### config.mk
export PLATFORM = sky130hd
export DESIGN_NAME = gs_div
export DESIGN_NICKNAME = d
export VERILOG_FILES = /design/src/rtl/gauss_seidel_linear_solver_core_macros.svh /design/src/rtl/gs_pkg.sv /design/src/rtl/gs_div.sv
export SDC_FILE = /design/constraint.sdc
export NUM_CORES = 1
export LEC_CHECK = 0
export ABC_AREA = 1
export BUFFER_PORTS_ARGS = -buffer_cell sky130_fd_sc_hd__clkbuf_2
export CAP_MARGIN = 20
export CORE_MARGIN = 2
export CORE_UTILIZATION = 50
export CTS_CLUSTER_SIZE = 28
export DETAILED_ROUTE_END_ITERATION = 6
export MAX_ROUTING_LAYER = met4
export PLACE_DENSITY = 0.73
export SKIP_LAST_GASP = 1
export SYNTH_ARGS = -nofsm -noshare
export SYNTH_HDL_FRONTEND = slang
export SYNTH_SLANG_ARGS = --single-unit
### constraint.sdc
create_clock -name clk -period 4.03 [get_ports clk]
set_input_delay 0.806 -clock clk [delete_from_list [all_inputs] [get_ports clk]]
set_output_delay 0.806 -clock clk [all_outputs]
set_load 0.01 [all_outputs]
### src/rtl/gauss_seidel_linear_solver_core_macros.svh
// Assertion macros for the Gauss-Seidel solver core.
// No dependencies; included by files that assert.
`ifndef GAUSS_SEIDEL_LINEAR_SOLVER_CORE_MACROS_SVH
`define GAUSS_SEIDEL_LINEAR_SOLVER_CORE_MACROS_SVH
// implication checked every clock, off in reset
`define GS_ASSERT_IMP(label, clk, rst_n, a, c, msg) \
	label: assert property (@(posedge clk) disable iff (!rst_n) (a) |-> (c)) else $error(msg);
// next-cycle implication
`define GS_ASSERT_NXT(label, clk, rst_n, a, c, msg) \
	label: assert property (@(posedge clk) disable iff (!rst_n) (a) |=> (c)) else $error(msg);
`endif

### src/rtl/gs_pkg.sv
// Package for the Gauss-Seidel solver core: function codes, config indices, states, fixed-point widths.
// No dependencies.
`default_nettype none
package gs_pkg;
	typedef enum logic [1:0] {
		FUNC_LOAD_A   = 2'd0,
		FUNC_LOAD_B   = 2'd1,
		FUNC_LOAD_X   = 2'd2,
		FUNC_START    = 2'd3
	} func_t;

	typedef enum logic [1:0] {
		CFG_MATRIX_SIZE = 2'd0,
		CFG_SWEEP_COUNT = 2'd1
	} cfg_idx_t;

	typedef enum logic [3:0] {
		ST_IDLE,
		ST_ROW,     // issue reads for b[i], A[i][i]
		ST_ROWW,    // capture b, diag
		ST_TERM,    // issue A[i][j], x[j]
		ST_MUL,     // multiply
		ST_SUB,     // saturating subtract
		ST_DIV,     // divider running
		ST_WB,      // write x[i]
		ST_ORD,     // issue output read
		ST_OUT      // hold result
	} state_t;

	localparam int INT_BITS = 8;
	// unknowns; tied to the 4-bit row, col and x_index ports
	localparam int MAX_UNKNOWNS = 16;
endpackage
`default_nettype wire

### src/rtl/gs_div.sv
// Iterative signed fixed-point divider, one quotient bit per cycle, saturating.
// Depends on gs_pkg.
`default_nettype none
module gs_div #(
	parameter int W = 32
) (
	input  wire logic         clk,
	input  wire logic         arst_n,
	input  wire logic         start,
	input  wire logic [W-1:0] num,
	input  wire logic [W-1:0] den,
	output logic              done,
	output logic [W-1:0]      quo
);
	import gs_pkg::*;
	localparam int F = W - INT_BITS;
	localparam int NB = W + F;
	localparam int CW = $clog2(NB + 1);

	logic [NB-1:0] dvd_q;
	logic [W-1:0]  rem_q;
	logic [NB-1:0] q_q;
	logic [W-1:0]  d_q;
	logic          neg_q, busy_q;
	logic [CW-1:0] cnt_q;
	logic [W-1:0]  mn, md;
	logic [W:0]    trial;
	logic [W:0]    rdiff;
	logic [W-1:0]  lim;

	assign mn = num[W-1] ? (~num + 1'b1) : num;
	assign md = den[W-1] ? (~den + 1'b1) : den;
	assign trial = {rem_q, dvd_q[NB-1]};
	assign rdiff = trial - {1'b0, d_q};

	always_ff @(posedge clk or negedge arst_n) begin
		if (!arst_n) begin
			busy_q <= 1'b0;
			done   <= 1'b0;
			cnt_q  <= '0;
		end else begin
			done <= 1'b0;
			if (start) begin
				busy_q <= 1'b1;
				cnt_q  <= CW'(NB);
			end else if (busy_q) begin
				cnt_q <= cnt_q - 1'b1;
				if (cnt_q == CW'(1)) begin
					busy_q <= 1'b0;
					done   <= 1'b1;
				end
			end
		end
	end

	// remainder stays below the divisor, so it fits in W bits
	always_ff @(posedge clk) begin
		if (start) begin
			dvd_q <= {mn, {F{1'b0}}};
			rem_q <= '0;
			q_q   <= '0;
			d_q   <= md;
			neg_q <= num[W-1] ^ den[W-1];
		end else if (busy_q) begin
			dvd_q <= dvd_q << 1;
			if (trial >= {1'b0, d_q}) begin
				rem_q <= rdiff[W-1:0];
				q_q   <= {q_q[NB-2:0], 1'b1};
			end else begin
				rem_q <= trial[W-1:0];
				q_q   <= {q_q[NB-2:0], 1'b0};
			end
		end
	end

	// saturate and sign
	always_comb begin
		lim = neg_q ? {1'b1, {(W-1){1'b0}}} : {1'b0, {(W-1){1'b1}}};
		if (q_q[NB-1:W-1] != '0 && !(neg_q && q_q[NB-1:W-1] == {{(NB-W){1'b0}}, 1'b1}
				&& q_q[W-2:0] == '0))
			quo = lim;
		else if (neg_q)
			quo = ~q_q[W-1:0] + 1'b1;
		else
			quo = q_q[W-1:0];
	end
endmodule
`default_nettype wire

# Word level (Yosys, flattened, before mapping)
# Cells that the tools add are included.
# totals
reg_bits,161
inputBits,67
out_inout_bits,33
# op_classes
addsub,5
order_cmp,1
eq_ne,2
n_mux,17
n_bitwise,4
n_reduce_logical,7
# ops
cell,count
32-bit 2-to-1 mux,5
56-bit 2-to-1 mux,2
"32-bit by 1-bit adder with 32-bit output, second input constant",3
32-bit NOT,3
33-bit by 32-bit >= comparator with 1-bit output,1
32-bit subtractor,1
31-bit logical NOT,1
31-bit 2-to-1 mux,1
"25-bit by 1-bit equality test with 1-bit output, second input constant",1
25-bit nonzero test,1
6-bit 2-to-1 mux,2
1-bit 2-to-1 mux,7
"6-bit by 1-bit equality test with 1-bit output, second input constant",1
"6-bit by 1-bit subtractor with 6-bit output, second input constant",1
1-bit logical AND,3
2-bit nonzero test,1
1-bit logical NOT,1
1-bit XOR,1

# Logic depth before layout (Yosys ltp)
# Gate-level depths: netlist of the first run.
# depth
depth_word,6
mapped_depth,17

# Least setup slack after synthesis of the first run
# No wires, ideal clock.
# synth_path
path_type,input to register
from,input port start
to,"register dvd_q[24], enable pin"
arrival_time_ns,2.219
path_slack_ns,1.402
cell_stages,4
path_buffers,2
path_cell_list,buf_2 nor2_1 inv_2 clkbuf_1
# synth_via
elab_chain_len,1
# synth_lines
element,line_no,text
start: declaration,gs_div.sv:9,"input wire logic start,"
2-bit nonzero test (no source line),n/a,
end signal: assignment,gs_div.sv:59,"dvd_q <= {mn, {F{1'b0}}};"
end signal: assignment,gs_div.sv:65,dvd_q <= dvd_q << 1;
end: declaration,gs_div.sv:20,logic [NB-1:0] dvd_q;
# Every way passes these cells.
# A chain may end at the register's enable or synchronous reset.

# Worst setup path after layout of the first run
# layout_path
from,register q_q[0]
to,output port quo[0]
# layout_via
elab_chain_len,5
elab_cells_between_ends,8
cone_classes,add/sub (1); mux (2); bitwise (1); reduce/logical (4)
# layout_lines
element,line_no,text
start: declaration,gs_div.sv:22,logic [NB-1:0] q_q;
start signal: assignment,gs_div.sv:68,"q_q <= {q_q[NB-2:0], 1'b1};"
start signal: assignment,gs_div.sv:71,"q_q <= {q_q[NB-2:0], 1'b0};"
branches (longest 4 deep; another with 32-bit by 1-bit adder with 32-bit output),n/a,
32-bit 2-to-1 mux *,gs_div.sv:79,"if (q_q[NB-1:W-1] != '0 && !(neg_q && q_q[NB-1:W-1] == {{(NB-W){1'b0}}, 1'b1}"
end: declaration,gs_div.sv:13,output logic [W-1:0] quo
# Mark *: on every way between the ends.

==> flow_summary_export.csv, run 1 <==
group,metric,value,unit
critical_path,r2r-end,"rem_q[31]",
job,drv_cap,0,
routing,drt_wl_total,27920,µm
clock_tree,cts-htree-levels,4,
yosys,avgSynthCellArea,6.670,µm²
routing,ant_nets,0,
sta,rsz0062_at_grt,"false",
clock_tree,clockRootBuffer,"clkbuf_16",
sta,tightestPinTransition,0.8479,ns
floorplanning,rows,54,
yosys,yosysSeqAreaShare,34.76,%
clock_tree,clock_path_buffers,2,
floorplanning,dieWidth,154.1,µm
critical_path,critical_path_class,"reg2out",
yosys,synth_top_flop_cell,"dfxtp_1",
critical_path,start_kind,"flop",
sta,setup_viol,0,
power,p_total,3.979,mW
yosys,synth_top_area_share,17.94,%
routing,route.detailed.wl_per_inst,13.54,µm
global_route,antenna_found_initial,2,
critical_path,worst_setup_path_end_kind,"primary output",
final_layout,area_growth,11.39,%
critical_path,r2r_setup_slack,1.44,ns
global_route,grt_pass1_vias,10246,
routing,drc_errors,0,
power,power.leakage,6.547,nW
clock_tree,ctsHoldBuffers,0,
yosys,synth_top_cell_by_area,"nand2_1",
sta,period_share,85.95,%
floorplanning,die_area,23740,µm²
global_route,grt_usage,25.02,%
clock_tree,cts_buffers,17,
final_layout,drive_gt1_share,9.719,%
critical_path,critPathMaxFanout,27,
floorplanning,core,21960,µm²
clock_tree,path_clk_slew,0.07,ns
sta,max_clock_freq,288.7,MHz
floorplanning,num_io_pins,100,
critical_path,arrival,2.66,ns
floorplanning,initial_core_util,51.28,%
critical_path,cp-endpoint,"quo[0]",
routing,vias_per_cell,5.208,
floorplanning,die_h,154.1,µm
sta,slew_headroom,43.34,%
placed_design,dp.cells,2028,
routing,dr.pass1.iters,6,
sta,finalHoldViolCount,0,
clock_tree,post-cts-setup-buffers,0,
global_route,grt_pass1_wl,47380,µm
final_layout,stdcell_count,2062,
clock_tree,clock_latency,0.44,ns
clock_tree,cts_tree,"yes",
yosys,async_flop_share,4.969,%
yosys,synth.distinct_cells,41,
placed_design,hpwl,21010,µm
global_route,overflow,0,
clock_tree,cts_resized,0,
sta,drv_slew,0,
critical_path,worst_r2r_path_depth,14,
yosys,synth_edf_count,65,
placed_design,routabilityCongestion,0.9394,
placed_design,io_buffers,99,
yosys,synth_seq_cells,161,
clock_tree,cts_sinks,161,
final_layout,nets,1872,
yosys,synthTopCellsByArea,"nand2_1, edfxtp_1, dfxtp_1",
status,status,"complete, no violations",
critical_path,timing.rr.start,"d_q[26]",
yosys,yosys-top-cells-count,"nand2_1, inv_1, nor2_1",
sta,fin_setup_tns,0,ns
power,peakVddDrop,0.2922,mV
hold_path,hp-class,"in2async",
routing,vias,10738,
yosys,syn_area,11260,µm²
power,p_per_area,317.2,nW/µm²
critical_path,cp-startpoint,"q_q[0]",
sta,period_needed,3.464,ns
critical_path,crit_required,3.22,ns
yosys,synth_fp_nets,1793,
routing,drt_iter0_drc,732,
global_route,grt_max_degree,59,
yosys,synth_most_common_cell,"nand2_1",
yosys,ys_warn_count,0,
sta,skew,0.01351,ns
final_layout,final_util,57.12,%
yosys,syn_inst,1688,
==> area by class of cell <==
cell class / count / area (µm²)
fillers: 2081 / 9417
multi-input cells: 1203 / 6071
flip-flops and latches: 161 / 3914
inverters: 273 / 1025
repair buffers: 111 / 598.1
clock buffers: 20 / 489.2
well taps: 280 / 350.3
clock inverters: 12 / 90.09
diodes: 2 / 5.005
==> layout by cell type (no fill, tap or decap), drive strengths merged, types with 12 or more instances in the layout <==
| cell | n |
|---|---|
| nand3b | 41 |
| nor2 | 149 |
| a21oi | 29 |
| nor3 | 21 |
| nand2 | 550 |
| nand4 | 22 |
| inv | 279 |
| xor2 | 55 |
| nand3 | 121 |
| edfxtp | 65 |
| o21ai | 66 |
| buf | 12 |
| clkbuf | 119 |
| dfxtp | 88 |
| ha | 37 |
| o22ai | 56 |
| xnor2 | 23 |
==> power by group <==
part           switching (mW)  internal, mW
clock                   0.713         0.889
combinational           0.364         0.197
sequential             0.0267          1.79
==> layer usage <==
metal	part of all wire, %	GRT usage, %	up-vias	wire (µm)
met1	44	30.00	4910	12260
met3	4.5	4.030	50	1243
li1	-	-	5535	-
met2	49	42.43	243	13700
met5	0	-	-	0
met4	2.6	9.435	0	721
==> stage by stage <==
stage / worst slack (ns) / cell area (µm²) / hold WS, ns
6_report: 0.5662 / 12540 / 0.1977
4_1_cts: 0.5265 / 12540 / 0.1943
3_5_place_dp: 1.002 / 11960 / 0.4463
2_1_floorplan: 1.402 / 11260 / 0.4258
3_3_place_gp: 1.075 / 11960 / 0.4436
5_1_grt: 0.2523 / 12540 / 0.2003
==> state kept, by name, indices dropped and copies added, names as in the netlist <==
signal  cells
q_q        56
neg_q       1
rem_q      32
busy_q      1
done        1
d_q        32
cnt_q       6
dvd_q      32
==> how the worst min path moves through the flow <==
stage	startpoint	to	slack [ns]	cells after the start
2_1_floorplan	rem_q[31]	rem_q[31]	0.43	2
3_3_place_gp	rem_q[31]	rem_q[31]	0.44	2
3_5_place_dp	rem_q[31]	rem_q[31]	0.45	2
4_1_cts	arst_n	done	0.19	1
5_1_grt	arst_n	done	0.20	1
6_report	arst_n	done	0.20	1
==> worst max-delay path, stage by stage (launching register included) <==
cell	delay, ns
dfxtp_1	0.32
inv_1	0.12
ha_1	0.20
nand3_2	0.13
nor2_1	0.27
nand2_1	0.08
nor2_1	0.10
nand3_1	0.09
nand2_2	0.38
inv_2	0.14
o21ai_0	0.18
clkbuf_2	0.17
==> kinds of logic after synthesis <==
group	Yosys count	share of synthesized area [%]
simple gates	916	34.90
fa+ha+maj	38	4.289
compound gates	171	8.612
flops	161	34.76
xor+xnor	78	6.067
buf+inv	324	11.37
No activity file was read; power rests on OpenSTA's default activity.
==> run 2, diff against run 1 <==
==> constraint.sdc (replaced) <==
create_clock -name clk -period 4.03 [get_ports clk]
set_input_delay 0.403 -clock clk [delete_from_list [all_inputs] [get_ports clk]]
set_output_delay 0.403 -clock clk [all_outputs]
set_load 0.01 [all_outputs]
==> flow_summary_export.csv, run 2 (synthesized netlist as in run 1, its figures left out) <==
group,metric,value,unit
power,power.leakage,6.528,nW
placed_design,routabilityCongestion,0.9699,
final_layout,final_common_cell,"nand2_1",
sta,tightestPinTransition,0.8405,ns
critical_path,cp_num_cells,11,
floorplanning,die_area,23740,µm²
final_layout,final_cell_area,12520,µm²
sta,finalHoldViolCount,0,
critical_path,cp-startpoint,"q_q[0]",
critical_path,cp_cell_sequence,"inv_1 -> ha_1 -> nand3_2 -> nor2_1 -> nand2_1 -> nor2_1 -> nand3_1 -> nand2_2 -> o21ai_0 -> nand2_1 -> clkbuf_2",
clock_tree,clockRootBuffer,"clkbuf_16",
floorplanning,core,21960,µm²
sta,fin_setup_tns,0,ns
clock_tree,cts_sinks,161,
placed_design,io_buffers,99,
final_layout,n_fill_cell,2151,
critical_path,critical_path_class,"reg2out",
critical_path,cp_slowest_cell,"nand2_2",
sta,drv_slew,0,
critical_path,crit_required,3.63,ns
sta,skew,0.01122,ns
sta,period_needed,3.260,ns
final_layout,mostFrequentLayoutCells,"nand2_1, inv_1, nor2_1",
global_route,grt_pass1_vias,10114,
clock_tree,path_clk_slew,0.07,ns
final_layout,seq_area,3914,µm²
final_layout,largest_reg_flops,56,
floorplanning,die_h,154.1,µm
sta,period_share,80.90,%
job,drv_cap,0,
sta,hold_slack,0.1758,ns
final_layout,drive_gt1_share,9.618,%
routing,dr.pass1.iters,5,
routing,drt_wl_total,28500,µm
hold_path,hp-class,"in2reg",
floorplanning,num_io_pins,100,
clock_tree,clock_latency,0.43,ns
global_route,grt_usage,25.31,%
critical_path,worst_setup_path_end_kind,"primary output",
hold_path,whs_path_depth,1,
floorplanning,dieWidth,154.1,µm
power,p_per_area,315.8,nW/µm²
routing,ant_nets,0,
routing,vias_per_cell,5.193,
global_route,overflow,0,
critical_path,arrival,2.86,ns
final_layout,nets,1870,
status,status,"complete, no violations",
clock_tree,clock_path_buffers,2,
sta,max_clock_freq,306.7,MHz
routing,drt_iter0_drc,712,
sta,setup_viol,0,
final_layout,top_register,"q_q",
critical_path,cp_top_family,"simple AND/OR/NAND/NOR gates",
final_layout,area_growth,11.20,%
critical_path,start_kind,"flop",
critical_path,crit_buf_inv,2,
critical_path,slowest_delay,0.40,ns
floorplanning,rows,54,
clock_tree,cts_tree,"yes",
clock_tree,cts_buffers,17,
clock_tree,post-cts-setup-buffers,0,
global_route,grt_max_degree,59,
clock_tree,cts-htree-levels,4,
critical_path,critPathMaxFanout,27,
power,peakVddDrop,0.2640,mV
hold_path,min_from,"den[0]",
floorplanning,initial_core_util,51.28,%
sta,slew_headroom,43.83,%
routing,route.detailed.wl_per_inst,13.83,µm
routing,vias,10702,
critical_path,timing.rr.start,"d_q[7]",
sta,rsz0062_at_grt,"false",
critical_path,worst_r2r_path_depth,15,
final_layout,multi_input_area,6071,µm²
global_route,grt_pass1_wl,47900,µm
global_route,antenna_found_initial,3,
routing,drc_errors,0,
final_layout,final_util,57.02,%
placed_design,hpwl,21420,µm
placed_design,placed_area,11940,µm²
[run 2: what timing repair did]
item | CTS | global route
hold buffers | 1 | 0
endpoints found under the hold margin | 8 | 0
resized for setup | 0 | 0
[run 2: layout make-up]
class	instances	area share, %
Timing Repair Buffer	109	4.677
Antenna cell	3	0.05996
Multi-Input combinational cell	1203	48.49
Inverter	273	8.184
Tap cell	280	2.798
Clock buffer	20	3.737
Clock inverter	12	0.7994
Sequential cell	161	31.26
[run 2: worst paths after layout]
kind | endpoint | slack [ns]
max | quo[28] | 0.77
min | d_q[0] | 0.18
max reg2reg | rem_q[19] | 1.02
min reg2reg | rem_q[31] | 0.45
max in group asynchronous | cnt_q[3] | 3.45
min in group asynchronous | cnt_q[5] | 0.39
[run 2: routing by layer]
metal | share of wire [%] | GRT usage (%) | vias to the layer above | routed length, µm
li1 | - | - | 5542 | -
met1 | 45 | 30.85 | 4879 | 12750
met2 | 49 | 43.63 | 234 | 13890
met3 | 4.3 | 3.664 | 47 | 1223
met4 | 2.2 | 7.477 | 0 | 631
met5 | 0 | - | - | 0
[run 2: per-stage QoR]
step           std cells  worst slack (ns)  total power, mW
5_1_grt             2061            0.4794            4.126
4_1_cts             2058            0.7461            3.980
3_5_place_dp        2025             1.028            2.407
2_1_floorplan       1688             1.805            2.231
6_report            2061            0.7696            3.954
3_3_place_gp        2025             1.037            2.399
[run 2: worst register-to-register path, stage by stage (launching register included)]
cell and delay [ns]:
edfxtp_1 0.37, inv_1 0.07, ha_1 0.27, nand2_1 0.13, inv_1 0.06, nand2_1 0.06, nand2_1 0.06, nand3b_2 0.25
nand2_2 0.10, nand2_2 0.06, nand2_2 0.52, nand2_2 0.45, buf_4 0.33, nand2_1 0.09, nand3_1 0.07, nand2_1 0.07
[run 2: report_power, final]
part           internal, mW  switching, mW
registers              1.79         0.0275
logic                 0.197          0.365
clock network         0.857          0.720
==> run 3, diff against run 2 <==
- clock period: 4.03 -> 3.2 ns (I/O delays scaled with it)
==> flow_summary_export.csv, run 3 (synthesized netlist as in run 1, its figures left out) <==
group,metric,value,unit
critical_path,crit_required,2.88,ns
clock_tree,clock_path_buffers,2,
power,peakVddDrop,0.3630,mV
sta,skew,0.01143,ns
floorplanning,dieWidth,154.1,µm
sta,period_needed,2.891,ns
power,clkPwrFrac,40.1,%
power,p_sw_share,27.23,%
routing,drt_iter0_drc,693,
power,combPwrFrac,14.2,%
global_route,grt_pass1_wl,47910,µm
sta,slew_headroom,54.22,%
placed_design,routabilityCongestion,0.9783,
final_layout,largest_reg_flops,56,
critical_path,worst_setup_path_end_kind,"primary output",
job,drv_cap,0,
critical_path,cp_slowest_cell,"dfxtp_1",
critical_path,path_common_cell,"nor2_1",
global_route,antenna_found_initial,3,
floorplanning,num_io_pins,100,
power,p_switching,1.363,mW
sta,setup_viol,0,
sta,max_clock_freq,346.0,MHz
clock_tree,cts_sinks,161,
sta,hold_slack,0.08569,ns
sta,fin_setup_tns,0,ns
clock_tree,path_clk_slew,0.07,ns
clock_tree,cts_buffers,17,
routing,drt_wl_total,28680,µm
global_route,grt_usage,25.30,%
global_route,overflow,0,
routing,ant_nets,0,
sta,tightestPinTransition,0.6867,ns
critical_path,cp_cell_sequence,"inv_1 -> ha_1 -> nand3_2 -> nor2_1 -> nand2_1 -> nor2_1 -> nand3_1 -> nand2_4 -> inv_2 -> o21ai_0 -> clkbuf_2",
clock_tree,clock_latency,0.44,ns
placed_design,hpwl,21260,µm
critical_path,start_kind,"flop",
critical_path,slowest_delay,0.33,ns
clock_tree,post-cts-setup-buffers,0,
final_layout,final_cell_area,12570,µm²
final_layout,final_common_cell,"nand2_1",
sta,rsz0062_at_grt,"false",
global_route,grt_max_degree,59,
sta,drv_slew,0,
floorplanning,die_area,23740,µm²
floorplanning,initial_core_util,51.28,%
routing,route.detailed.wl_per_inst,13.89,µm
critical_path,critical_path_class,"reg2out",
final_layout,drive_gt1_share,9.820,%
final_layout,multi_input_area,6078,µm²
final_layout,seq_area,3914,µm²
clock_tree,cts-htree-levels,4,
sta,finalHoldViolCount,0,
routing,vias_per_cell,5.227,
final_layout,n_fill_cell,2090,
sta,period_share,90.33,%
clock_tree,cts_tree,"yes",
routing,vias,10793,
status,status,"complete, no violations",
critical_path,arrival,2.57,ns
final_layout,mostFrequentLayoutCells,"nand2_1, inv_1, nor2_1",
final_layout,nets,1874,
placed_design,placed_area,11970,µm²
power,p_per_area,398.4,nW/µm²
final_layout,top_register,"q_q",
critical_path,r2r_setup_slack,0.72,ns
final_layout,area_growth,11.61,%
floorplanning,die_h,154.1,µm
placed_design,pre_cts_slack,0.6180,ns
floorplanning,core,21960,µm²
power,power.leakage,6.558,nW
power,seqPwrFrac,45.7,%
floorplanning,rows,54,
clock_tree,clockRootBuffer,"clkbuf_16",
routing,drc_errors,0,
global_route,grt_pass1_vias,10319,
sta,timing.final.ws_setup,0.3095,ns
critical_path,critPathMaxFanout,27,
power,internal_power,3.643,mW
hold_path,hp-class,"in2reg",
routing,dr.pass1.iters,5,
placed_design,io_buffers,99,
-- run 3: worst max-delay path: cells and delay by family, from the launching register on --
kind | cells | cell delay (ns)
flops | 1 | 0.33
simple gates | 6 | 1.00
fa+ha+maj | 1 | 0.21
compound gates | 1 | 0.18
buf+inv | 3 | 0.40
-- run 3: final timing paths --
path,start,to,depth (start not counted)
worst max-delay path,q_q[0],quo[5],11
worst max register to register,d_q[4],rem_q[12],14
max in group asynchronous,arst_n,busy_q,2
worst min-delay path,den[0],d_q[0],1
min in group asynchronous,arst_n,done,2
worst min register to register,rem_q[31],rem_q[31],2
-- run 3: final cells by class --
type / instances / share of cell area [%]
multi-input combinational: 1203 / 48.37
sequential: 161 / 31.14
inverter: 273 / 8.154
timing repair buffer: 113 / 4.898
clock buffer: 24 / 4.102
tap: 280 / 2.788
clock inverter: 8 / 0.4879
antenna: 3 / 0.05974
-- run 3: layer usage --
| metal | track usage, % | routed length [µm] | part of all wire [%] |
|---|---|---|---|
| met3 | 4.651 | 1299 | 4.5 |
| met4 | 9.479 | 854 | 3.0 |
| met5 | - | 0 | 0 |
| met1 | 30.38 | 12780 | 45 |
| met2 | 42.45 | 13740 | 48 |
-- run 3: repair_timing --
action | 4_1_cts | 5_1_grt
endpoints found under the setup margin | 0 | 8
hold buffers | 1 | 0
endpoints found under the hold margin | 8 | 0
resized for setup | 0 | 2
-- run 3: power by group through the flow --
stage	Combinational (mW)	Sequential, mW	Clock (mW)
4_1_cts	0.708	2.29	2.04
3_3_place_gp	0.697	2.33	0
6_report	0.710	2.29	2.01
3_5_place_dp	0.702	2.33	0
2_1_floorplan	0.488	2.32	0
5_1_grt	0.800	2.30	2.12
-- run 3: through the flow --
step	total power, mW	util [%]	std cells
global route	5.213	57.23	2065
global placement	3.026	54.49	2029
detailed placement	3.034	54.49	2029
finish	5.006	57.23	2065
CTS	5.037	57.16	2062
floorplan	2.810	-	1688
